<file path="config.mk">
export PLATFORM = sky130hd
export DESIGN_NAME = fp16_misc_ops_unit
export DESIGN_NICKNAME = d
export VERILOG_FILES = /design/src/rtl/fmo_pkg.sv /design/src/rtl/fmo_int2half.sv /design/src/rtl/fmo_half2int.sv /design/src/rtl/fmo_sgn_cmp.sv /design/src/rtl/fp16_misc_ops_unit.sv
export SDC_FILE = /design/constraint.sdc
export NUM_CORES = 1
export LEC_CHECK = 0
export BUFFER_PORTS_ARGS = -buffer_cell sky130_fd_sc_hd__buf_2
export CAP_MARGIN = 15
export CORE_UTILIZATION = 40
export CTS_CLUSTER_DIAMETER = 200
export DETAILED_ROUTE_END_ITERATION = 10
export REMOVE_ABC_BUFFERS = 1
export SETUP_SLACK_MARGIN = 0.2
export SYNTH_ARGS = -nofsm -noshare
export SYNTH_HDL_FRONTEND = slang
export SYNTH_SLANG_ARGS = --single-unit
</file>
<file path="constraint.sdc">
create_clock -name i_clk -period 6.8 [get_ports i_clk]
set_input_delay 0.34 -clock i_clk [delete_from_list [all_inputs] [get_ports i_clk]]
set_output_delay 0.34 -clock i_clk [all_outputs]
set_load 0.02 [all_outputs]
</file>
<file path="src/rtl/fmo_pkg.sv">
// shared types, codes and rounding helpers for the fp16 misc ops unit
package fmo_pkg;

    // operation codes
    typedef enum logic [3:0] {
        FN_SGNJ     = 4'd0,
        FN_SGNJN    = 4'd1,
        FN_SGNJX    = 4'd2,
        FN_MIN      = 4'd3,
        FN_MAX      = 4'd4,
        FN_EQ       = 4'd5,
        FN_LT       = 4'd6,
        FN_LE       = 4'd7,
        FN_CVT_H_W  = 4'd8,
        FN_CVT_H_WU = 4'd9,
        FN_CVT_W_H  = 4'd10,
        FN_CVT_WU_H = 4'd11,
        FN_MV_X_H   = 4'd12,
        FN_CLASS    = 4'd13,
        FN_MV_H_X   = 4'd14,
        FN_UNSUP    = 4'd15
    } t_func;

    // rounding mode codes
    typedef logic [2:0] t_rm;
    localparam t_rm RM_RNE = 3'd0;
    localparam t_rm RM_RTZ = 3'd1;
    localparam t_rm RM_RDN = 3'd2;
    localparam t_rm RM_RUP = 3'd3;
    localparam t_rm RM_RMM = 3'd4;
    localparam t_rm RM_DYN = 3'd7;

    // half-precision constants
    localparam logic [14:0] H_INF_MAG  = 15'h7C00;
    localparam logic [14:0] H_MAXF_MAG = 15'h7BFF;
    localparam logic [15:0] H_QNAN     = 16'h7E00;

    // increment decision from kept lsb, round bit and sticky bit
    function automatic logic round_inc(input t_rm rm, input logic neg, input logic lsb,
                                       input logic rb, input logic st);
        logic inc;
        case (rm)
            RM_RNE, RM_DYN: inc = rb & (st | lsb);
            RM_RMM:         inc = rb;
            RM_RDN:         inc = neg & (rb | st);
            RM_RUP:         inc = ~neg & (rb | st);
            RM_RTZ:         inc = 1'b0;
            default:        inc = 1'b0;
        endcase
        return inc;
    endfunction

    // overflow goes to infinity when the mode rounds away from zero
    function automatic logic rounds_away(input t_rm rm, input logic neg);
        logic away;
        case (rm)
            RM_RNE, RM_DYN, RM_RMM: away = 1'b1;
            RM_RUP:                 away = ~neg;
            RM_RDN:                 away = neg;
            default:                away = 1'b0;
        endcase
        return away;
    endfunction

endpackage

</file>
<file path="src/rtl/fmo_int2half.sv">
// int32 / uint32 to half-precision conversion with rounding
module fmo_int2half (
    input  logic [31:0]      i_op_a,
    input  fmo_pkg::t_rm     i_rm,
    input  logic             i_is_signed,
    output logic [15:0]      o_half
);
    import fmo_pkg::*;

    logic        neg;
    logic [31:0] mag32;
    logic        ovf;
    logic [15:0] mag16;
    logic [3:0]  p;
    logic [15:0] norm;
    logic [4:0]  ex;
    logic        inc;
    logic [10:0] mant_sum;

    // sign and magnitude
    assign neg   = i_is_signed & i_op_a[31];
    assign mag32 = neg ? (32'd0 - i_op_a) : i_op_a;
    assign ovf   = |mag32[31:16];
    assign mag16 = mag32[15:0];

    // leading-one position
    always_comb begin
        p = 4'd0;
        for (int i = 0; i < 16; i++) begin
            if (mag16[i]) p = 4'(i);
        end
    end

    // normalize so the leading one sits at bit 15, then round
    assign norm     = mag16 << (4'd15 - p);
    assign inc      = round_inc(i_rm, neg, norm[5], norm[4], |norm[3:0]);
    assign mant_sum = {1'b0, norm[14:5]} + {10'd0, inc};
    assign ex       = 5'({1'b0, p}) + 5'd15 + {4'd0, mant_sum[10]};

    // pack, carry into exponent 31 yields infinity naturally
    always_comb begin
        if (ovf) begin
            o_half = {neg, rounds_away(i_rm, neg) ? H_INF_MAG : H_MAXF_MAG};
        end else if (mag16 == 16'd0) begin
            o_half = {neg, 15'd0};
        end else begin
            o_half = {neg, ex, mant_sum[9:0]};
        end
    end

endmodule

</file>
<file path="src/rtl/fmo_half2int.sv">
// half-precision to int32 / uint32 conversion with rounding and saturation
module fmo_half2int (
    input  logic [15:0]      i_half,
    input  fmo_pkg::t_rm     i_rm,
    input  logic             i_is_unsigned,
    output logic [31:0]      o_word
);
    import fmo_pkg::*;

    logic        neg;
    logic [4:0]  ex;
    logic [9:0]  man;
    logic [10:0] sig;
    logic [2:0]  sh_l;
    logic [4:0]  sh_r;
    logic [15:0] big;
    logic [34:0] frac;
    logic        inc;
    logic [15:0] small_mag;
    logic [15:0] mag;

    assign neg = i_half[15];
    assign ex  = i_half[14:10];
    assign man = i_half[9:0];
    assign sig = {1'b1, man};

    // large exponents shift left, no rounding needed
    assign sh_l = 3'(ex - 5'd25);
    assign big  = {5'd0, sig} << sh_l;

    // small exponents shift right and round on the dropped bits
    assign sh_r      = 5'd25 - ex;
    assign frac      = {sig, 24'd0} >> sh_r;
    assign inc       = round_inc(i_rm, neg, frac[24], frac[23], |frac[22:0]);
    assign small_mag = {5'd0, frac[34:24]} + {15'd0, inc};

    assign mag = (ex >= 5'd25) ? big : small_mag;

    // special values and sign
    always_comb begin
        if (i_is_unsigned) begin
            if (neg)                o_word = 32'h0000_0000;
            else if (ex == 5'd31)   o_word = 32'hFFFF_FFFF;
            else if (ex == 5'd0)    o_word = 32'h0000_0000;
            else                    o_word = {16'd0, mag};
        end else begin
            if (ex == 5'd31) begin
                o_word = (man == 10'd0 && neg) ? 32'h8000_0000 : 32'h7FFF_FFFF;
            end else if (ex == 5'd0) begin
                o_word = 32'h0000_0000;
            end else begin
                o_word = neg ? (32'd0 - {16'd0, mag}) : {16'd0, mag};
            end
        end
    end

endmodule

</file>
<file path="src/rtl/fmo_sgn_cmp.sv">
// sign injection, min/max, compares, classify and moves on half operands
module fmo_sgn_cmp (
    input  fmo_pkg::t_func   i_func,
    input  logic [15:0]      i_a,
    input  logic [15:0]      i_b,
    output logic [31:0]      o_word
);
    import fmo_pkg::*;

    logic        a_nan, b_nan;
    logic [14:0] ma, mb;
    logic        both_zero;
    logic        a_lt_b, b_lt_a;
    logic [15:0] min_v, max_v;
    logic [9:0]  cls;

    assign ma        = i_a[14:0];
    assign mb        = i_b[14:0];
    assign a_nan     = (i_a[14:10] == 5'h1F) && (i_a[9:0] != 10'd0);
    assign b_nan     = (i_b[14:10] == 5'h1F) && (i_b[9:0] != 10'd0);
    assign both_zero = (ma == 15'd0) && (mb == 15'd0);

    // ordering on sign-magnitude values, zeros of opposite sign not less
    always_comb begin
        if (i_a[15] != i_b[15]) begin
            a_lt_b = i_a[15] & ~both_zero;
            b_lt_a = i_b[15] & ~both_zero;
        end else if (i_a[15]) begin
            a_lt_b = mb < ma;
            b_lt_a = ma < mb;
        end else begin
            a_lt_b = ma < mb;
            b_lt_a = mb < ma;
        end
    end

    // min and max with nan and signed zero handling
    always_comb begin
        if (a_nan && b_nan) begin
            min_v = H_QNAN;
            max_v = H_QNAN;
        end else if (a_nan) begin
            min_v = i_b;
            max_v = i_b;
        end else if (b_nan) begin
            min_v = i_a;
            max_v = i_a;
        end else if (both_zero) begin
            min_v = {i_a[15] | i_b[15], 15'd0};
            max_v = {i_a[15] & i_b[15], 15'd0};
        end else begin
            min_v = b_lt_a ? i_b : i_a;
            max_v = a_lt_b ? i_b : i_a;
        end
    end

    // class mask
    always_comb begin
        if (i_a[14:10] == 5'h1F) begin
            if (i_a[9:0] == 10'd0) cls = i_a[15] ? 10'h001 : 10'h080;
            else                   cls = i_a[9] ? 10'h200 : 10'h100;
        end else if (i_a[14:10] == 5'd0) begin
            if (i_a[9:0] == 10'd0) cls = i_a[15] ? 10'h008 : 10'h010;
            else                   cls = i_a[15] ? 10'h004 : 10'h020;
        end else begin
            cls = i_a[15] ? 10'h002 : 10'h040;
        end
    end

    // result select
    always_comb begin
        case (i_func)
            FN_SGNJ:   o_word = {16'd0, i_b[15], ma};
            FN_SGNJN:  o_word = {16'd0, ~i_b[15], ma};
            FN_SGNJX:  o_word = {16'd0, i_a[15] ^ i_b[15], ma};
            FN_MIN:    o_word = {16'd0, min_v};
            FN_MAX:    o_word = {16'd0, max_v};
            FN_EQ:     o_word = {31'd0, ~a_nan & ~b_nan & ((i_a == i_b) | both_zero)};
            FN_LT:     o_word = {31'd0, ~a_nan & ~b_nan & a_lt_b};
            FN_LE:     o_word = {31'd0, ~a_nan & ~b_nan & ~b_lt_a};
            FN_MV_X_H: o_word = {{16{i_a[15]}}, i_a};
            FN_CLASS:  o_word = {22'd0, cls};
            FN_MV_H_X: o_word = {16'd0, i_a};
            default:   o_word = 32'd0;
        endcase
    end

endmodule

</file>
<file path="src/rtl/fp16_misc_ops_unit.sv">
// top level of the fp16 convert / compare / classify unit
// Takes one request per clock: a request is taken at every rising edge with start high,
// and busy is always low. The result appears on o_result and o_illegal with o_valid high
// for exactly one cycle, once the request has passed the input register and then the
// conversion/compare logic into the result register. The receiver cannot stall the
// unit, so a result must be captured in the cycle it is shown.
// o_illegal marks the unsupported operation code, with a zero result.
module fp16_misc_ops_unit (
    input  logic        i_clk,
    input  logic        i_rst_n,
    input  logic        start,
    output logic        busy,
    input  logic [3:0]  i_func,
    input  logic [2:0]  i_rounding_mode,
    input  logic [31:0] i_op_a,
    input  logic [15:0] i_op_b,
    output logic        o_valid,
    output logic [31:0] o_result,
    output logic        o_illegal
);
    import fmo_pkg::*;

    logic        r_in_valid;
    t_func       r_func;
    t_rm         r_rm;
    logic [31:0] r_op_a;
    logic [15:0] r_op_b;

    logic        r_out_valid;
    logic [31:0] r_result;
    logic        r_illegal;

    logic [31:0] n_result;
    logic        n_illegal;

    logic [15:0] i2h_half;
    logic [31:0] h2i_word;
    logic [31:0] cmp_word;

    // no backpressure on either side
    assign busy = 1'b0;

    // input register
    always_ff @(posedge i_clk) begin
        if (!i_rst_n) begin
            r_in_valid <= 1'b0;
        end else begin
            r_in_valid <= start & ~busy;
        end
        if (start && !busy) begin
            r_func <= t_func'(i_func);
            r_rm   <= i_rounding_mode;
            r_op_a <= i_op_a;
            r_op_b <= i_op_b;
        end
    end

    // datapath units
    fmo_int2half u_int2half (
        .i_op_a      (r_op_a),
        .i_rm        (r_rm),
        .i_is_signed (r_func == FN_CVT_H_W),
        .o_half      (i2h_half)
    );

    fmo_half2int u_half2int (
        .i_half        (r_op_a[15:0]),
        .i_rm          (r_rm),
        .i_is_unsigned (r_func == FN_CVT_WU_H),
        .o_word        (h2i_word)
    );

    fmo_sgn_cmp u_sgn_cmp (
        .i_func (r_func),
        .i_a    (r_op_a[15:0]),
        .i_b    (r_op_b),
        .o_word (cmp_word)
    );

    // result select
    always_comb begin
        n_illegal = 1'b0;
        case (r_func)
            FN_CVT_H_W, FN_CVT_H_WU:  n_result = {16'd0, i2h_half};
            FN_CVT_W_H, FN_CVT_WU_H:  n_result = h2i_word;
            FN_UNSUP: begin
                n_result  = 32'd0;
                n_illegal = 1'b1;
            end
            default:                  n_result = cmp_word;
        endcase
    end

    // result register
    always_ff @(posedge i_clk) begin
        if (!i_rst_n) begin
            r_out_valid <= 1'b0;
            r_illegal   <= 1'b0;
        end else begin
            r_out_valid <= r_in_valid;
            r_illegal   <= r_in_valid & n_illegal;
        end
        if (r_in_valid) begin
            r_result <= n_result;
        end
    end

    assign o_valid   = r_out_valid;
    assign o_result  = r_result;
    assign o_illegal = r_illegal;

endmodule

</file>
Yosys cells after proc, flatten, opt, wreduce, memory -nomap -nowiden:

Index checks and enable logic that the tools add are counted.

* register bits after elaboration: 90
* bits of input ports: 58
* word-level logic and storage cells: 154
* output and inout port bits: 35

* muxes and demuxes: 58
* add/sub/neg operators: 9
* bitwise logic cells: 29
* shifts and indexed selects: 3
* equal/unequal tests: 23
* reduce and logical (&&, ||, !) cells: 21
* $lt $le $gt $ge: 3

Operators with widths (number)
* case mux 32 bit (11 select lines): 1
* two-way mux 32 bit: 8
* two-way mux 16 bit: 12
* case mux 32 bit (3 select lines): 1
* two-way mux 10 bit: 5
* >> shifter 35 x 5 -> 35 bit: 1
* equality test 4 bit (second input constant): 8
* two-way mux 4 bit: 8
* subtractor 1 x 32 -> 32 bit (first input constant): 1
* logical NOT 15 bit: 2
* < comparator 15 bit: 2
* two-way mux 15 bit: 2
* OR reduction 23 bit: 1
* nonzero test 10 bit: 2
* subtractor 1 x 16 -> 17 bit (first input constant): 1
* equality test 16 bit: 1
* equality test 4 x 3 -> 1 bit (second input constant): 4
* logical NOT 16 bit: 1
* OR reduction 16 bit: 1
* << shifter 11 x 3 -> 16 bit: 1
* << shifter 16 x 4 -> 15 bit: 1
* AND 1 bit: 15
* adder 11 x 1 -> 12 bit: 1
* two-way mux 3 bit: 4
* 33 further kinds: 62

Longest topological paths before layout:

* depth in word-level cells: 29
* mapped depth: 30
* gate-level depth less buffers: 25

Cells and area by module:

A second synthesis with hierarchy kept.

* cell total of the unflattened synthesis: 1263
* area total of the unflattened synthesis: 10471.3 um^2

By module, submodules not included
* fp16_misc_ops_unit: sequential area each 2672.6 um^2, area each 3273.1 um^2, times used 1, cells each 159
* fmo_half2int: sequential area each 0.0 um^2, area each 2982.9 um^2, times used 1, cells each 444
* fmo_int2half: sequential area each 0.0 um^2, area each 2647.5 um^2, times used 1, cells each 401
* fmo_sgn_cmp: sequential area each 0.0 um^2, area each 1567.8 um^2, times used 1, cells each 259

Least setup slack after synthesis:

Ideal clock, no wire load.

* path type: reg-to-reg
* from: register r_op_a[10]
* to: register r_result[12] (netlist: o_result[12]), data pin
* data required time: 6517 ps
* slack: 837 ps
* library setup time: 283 ps
* cell stages (with the launch flop): 29
* arrival time: 5680 ps
* path through: edfxtp_1 -> buf_2 -> buf_4 -> clkinv_1 -> clkbuf_1 -> ha_1 -> or3b_2 -> or3_4 -> a211oi_4 -> o21ai_4 -> a21oi_4 -> inv_2 -> buf_6 -> a211oi_1 -> a21oi_1 -> o22ai_1 -> a211oi_1 -> o22a_1 -> nor3_1 -> ha_1 -> ha_1 -> and4b_1 -> nand3_1 -> ha_1 -> ha_1 -> xor2_1 -> o21bai_1 -> a222oi_1 -> o311ai_0

* word-level cells in the longest chain between the ends: 19

RTL lines
* from (decl): RTL line fp16_misc_ops_unit.sv:26 `logic [31:0] r_op_a;`
* from (signal assigned): RTL line fp16_misc_ops_unit.sv:53 `r_op_a <= i_op_a;`
* subtractor 1 x 32 -> 32 bit: RTL line fmo_int2half.sv:22 `assign mag32 = neg ? (32'd0 - i_op_a) : i_op_a;`
* two-way mux 32 bit: RTL line fmo_int2half.sv:22
* two-way mux 4 bit (6 in series): RTL line fmo_int2half.sv:30 `if (mag16[i]) p = 4'(i);`
* subtractor 4 bit: RTL line fmo_int2half.sv:35 `assign norm = mag16 << (4'd15 - p);`
* << shifter 16 x 4 -> 15 bit: RTL line fmo_int2half.sv:35
* OR reduction 4 bit: RTL line fmo_int2half.sv:36 `assign inc = round_inc(i_rm, neg, norm[5], norm[4], |norm[3:0]);`
* OR 1 bit, on equally long branches: RTL line fmo_pkg.sv:45, fmo_pkg.sv:46, fmo_pkg.sv:43
* AND 1 bit, on equally long branches: RTL line fmo_pkg.sv:46, fmo_pkg.sv:43, fmo_pkg.sv:45
* case mux 1 bit (4 select lines): RTL line fmo_pkg.sv:42 `case (rm)`
* adder 10 x 1 -> 11 bit: RTL line fmo_int2half.sv:37 `assign mant_sum = {1'b0, norm[14:5]} + {10'd0, inc};`
* adder 5 x 1 -> 5 bit: RTL line fmo_int2half.sv:38 `assign ex = 5'({1'b0, p}) + 5'd15 + {4'd0, mant_sum[10]};`
* two-way mux 15 bit: RTL line fmo_int2half.sv:44 `end else if (mag16 == 16'd0) begin`
* two-way mux 15 bit: RTL line fmo_int2half.sv:42 `if (ovf) begin`
* case mux 32 bit (3 select lines) (*): RTL line fp16_misc_ops_unit.sv:83 `case (r_func)`
* via n_result[12]: RTL line fp16_misc_ops_unit.sv:33 `logic [31:0] n_result;`
* to (signal assigned): RTL line fp16_misc_ops_unit.sv:104 `r_result <= n_result;`
* to (decl): RTL line fp16_misc_ops_unit.sv:30 `logic [31:0] r_result;`

Mark *: on every way through the listed nets, which the timed path passes. The rest lies on a longest branch.
A chain may end at the register's enable or synchronous reset.

Worst setup path in the final report:

* from: register r_op_a[1]
* to: register r_result[12] (netlist: o_result[12]), data pin

* word-level cells in the longest chain between the ends: 28

RTL lines (RTL line)
* subtractor 1 x 32 -> 32 bit: fmo_int2half.sv:22
* two-way mux 32 bit: fmo_int2half.sv:22
* two-way mux 1 bit: fmo_int2half.sv:30
* two-way mux 2 bit (2 in series): fmo_int2half.sv:30
* two-way mux 3 bit (4 in series): fmo_int2half.sv:30
* two-way mux 4 bit (8 in series): fmo_int2half.sv:30
* subtractor 4 bit: fmo_int2half.sv:35
* << shifter 16 x 4 -> 15 bit: fmo_int2half.sv:35
* (+2 left out)
* AND 1 bit, on equally long branches: fmo_pkg.sv:46, fmo_pkg.sv:43, fmo_pkg.sv:45
* case mux 1 bit (4 select lines): fmo_pkg.sv:42
* adder 10 x 1 -> 11 bit: fmo_int2half.sv:37
* adder 5 x 1 -> 5 bit: fmo_int2half.sv:38
* two-way mux 15 bit: fmo_int2half.sv:44
* two-way mux 15 bit: fmo_int2half.sv:42
* case mux 32 bit (3 select lines) (*): fp16_misc_ops_unit.sv:83
* via n_result[12]: fp16_misc_ops_unit.sv:33

Marked as above.

==> results.yml <==
cts:
  clock_path_buffers: 2
  cts_made_buffers: 9
  hold_buffers: 0
  cts_num_sinks: 76
  cts_tree: "done"
  clk_latency_ns: 0.36
  path_clk_slew_ns: 0.07
  htree_levels: 3
  root_buffer: "clkbuf_16"
layout:
  fin_area_mm2: 0.0107
  num-nets-final: 1352
  drive_gt1_share_pct: 19.3
  multi_input_area_mm2: 0.00657
  num-fill-cells: 2260
  final_cell_count_no_fill: 1582
  register_area_mm2: 0.00225
  synthToLayoutAreaGrowth_pct: 14.0
floorplanning:
  initial_core_util_pct: 41.1
  die_h_um: 155
  dieArea_mm2: 0.0240
  io_pins: 93
  coreArea_mm2: 0.0228
  fp-row-count: 55
  die_w_um: 155
global_route:
  grt_use_met2_pct: 48.7
  grt_use_met1_pct: 44.5
  track_usage_pct: 32.1
  gr-usage-met3_pct: 6.63
  grt_pass1_wl_mm: 58.4
  grt_antenna_before_repair: 2
  grt_max_degree: 57
  grt_pass1_vias: 9530
  grt.overflow.total: 0
  busiest_layer: "met2"
timing:
  timing.fmax_mhz: 161
  hold_violations: 0
  drv_slew: 0
  worstMarginPinSlew_ns: 0.978
  setup_violations: 0
  clock-skew-final_ns: 0.0133
  maxSlewHeadroom_pct: 34.8
  final.setup.tns_ns: 0
  holdWs_ns: 0.148
  grt_setup_unrepaired: "no"
  min_period_over_period_pct: 91.4
  final.min_clock_period_ns: 6.22
power:
  seqPwrFrac_pct: 28.5
  power.leakage_nw: 3.85
  p_switching_mw: 0.886
  share_comb_of_total_power_pct: 46.6
  power.internal_mw: 1.24
  p_per_area_mw_per_mm2: 199
  clkPwrFrac_pct: 24.9
  ir_drop_v: 0.000134
  swShare_pct: 41.7
detailed_routing:
  drtAntennaViolNets: 0
  drt_pass1_iterations: 6
  wirelength_mm: 38.4
  drtIter0Drc: 1365
  drt-vias-per-instance: 6.65
  vias: 10514
  wl_per_cell_um: 24.3
  drc: 0
yosys:
  async_flop_share_pct: 0
  synth_commonest_cells: "a21oi_1, nand2_1, o21ai_0"
  yosys.cell_count.top_type: "a21oi_1"
  synthTopCellsByArea: "edfxtp_1, a21oi_1, o21ai_0"
  synthesis.area_mm2: 0.00937
  synth_cell_type_count: 101
  syn-instance-count: 1188
  synth_top_cell_area_share_pct: 23.4
  synth_ff_type: "edfxtp_1"
  synth-edff-count: 73
  ys_seq_area_share_pct: 24.0
  syn_area_per_cell_um2: 7.89
  yosys.area.top_type: "edfxtp_1"
  synth_warnings: 0
  ys_ff_latch: 76
critical_path:
  path_class: "reg -> reg"
  worstPathRequired_ns: 6.88
  critical_path_arrival_ns: 6.29
  cp_max_fo: 9
  worstSetupStartpointType: "flop"
  endpoint_kind: "flop"
place:
  globalplace.congestion: 1.01
  place_inst: 1563
  port_buffers: 91
  dpl.hpwl_mm: 29.1
  placed_cell_area_mm2: 0.0103
hold_path:
  holdCritPathClass: "in -> reg"
flow_run:
  maxCapViolations: 0
run_status:
  status: "completed"
==> critical path, cell delays in order, from the launching register on <==
cell      delay, ns
edfxtp_1       0.49
inv_1          0.12
ha_1           0.40
or3b_2         0.58
or3_4          0.42
a211oi_4       0.28
buf_12         0.16
nand2_1        0.07
a21oi_1        0.34
a211oi_1       0.12
or2_2          0.35
o22ai_1        0.22
a211oi_1       0.08
o22a_1         0.21
nor3_1         0.14
ha_1           0.23
ha_1           0.22
and4b_1        0.32
nand3_1        0.11
ha_1           0.23
ha_1           0.21
xor2_1         0.16
o21bai_1       0.09
a222oi_1       0.20
o311ai_0       0.18
==> area by class of cell <==
| type | count | share of cell area, % |
|---|---|---|
| tap | 313 | 3.67 |
| clock inverter | 5 | 0.738 |
| clock buffer | 9 | 2.11 |
| timing repair buffer | 165 | 9.58 |
| antenna | 2 | 0.0469 |
| sequential | 76 | 21.1 |
| multi-input combinational | 976 | 61.5 |
| inverter | 36 | 1.27 |
==> metal layers <==
metal	share of wire [%]	wire, um
met1	43	16500
met2	43	16600
met3	9.6	3670
met4	4.0	1540
met5	0.031	12
==> state kept, by name, indices dropped and copies added, names as in the netlist <==
register    cells
o_valid         1
r_func          4
r_op_b         16
o_result       18
r_in_valid      1
r_op_a         32
r_rm            3
o_illegal       1
==> placed cells by master (no fill, tap or decap), types with 21 or more instances in the layout <==
master and instances:
a21oi_1 103, nand2_1 100, o21ai_0 99, buf_2 91, nor2_1 78, edfxtp_1 73
buf_4 73, nor3_1 49, nand3_1 38, a211oi_1 38, inv_1 33, ha_1 30
xnor2_1 28, nand4_1 23, o211ai_1 21
==> logic make-up after synthesis <==
logic type                 share of synthesized area, %
AOI/OAI and AO/OA                                  33.3
xor gates and xnor gates                           3.83
adders and majority gates                          4.11
buffers and inverters                              6.57
DFF                                                24.0
muxes                                              4.33
other                                            0.0400
and+or+nand+nor                                    23.7
==> timing repair <==
item	4_1_cts	5_1_grt
setup endpoints to repair	0	4
resized for setup	0	12
setup buffers	0	3
==> through the flow <==
step	worst slack (ns)	util [%]	power (mW)
final	0.584	46.9	2.13
after global placement	0.576	45.1	1.57
after global routing	0.195	46.9	2.23
after detailed placement	0.532	45.1	1.56
after CTS	0.505	46.4	2.10
after floorplan	0.270	-	1.21
==> power by group through the flow <==
stage          Clock (mW)  Combinational [mW]  Sequential, mW
2_1_floorplan           0               0.562           0.648
3_3_place_gp            0               0.952           0.615
3_5_place_dp            0               0.945           0.615
4_1_cts             0.541               0.949           0.605
5_1_grt             0.549                1.07           0.611
6_report            0.529               0.991           0.606
==> worst paths after layout <==
path / startpoint / end / slack [ns] / depth (start not counted)
worst min register to register: r_func[2] / o_illegal / 0.74 / 2
worst max register to register: r_op_a[1] / o_result[12] / 0.58 / 24
worst min-delay path: i_rounding_mode[1] / r_rm[1] / 0.15 / 1
worst max-delay path: r_op_a[1] / o_result[12] / 0.58 / 24
Note: power is estimated with default switching activity, not from simulation.
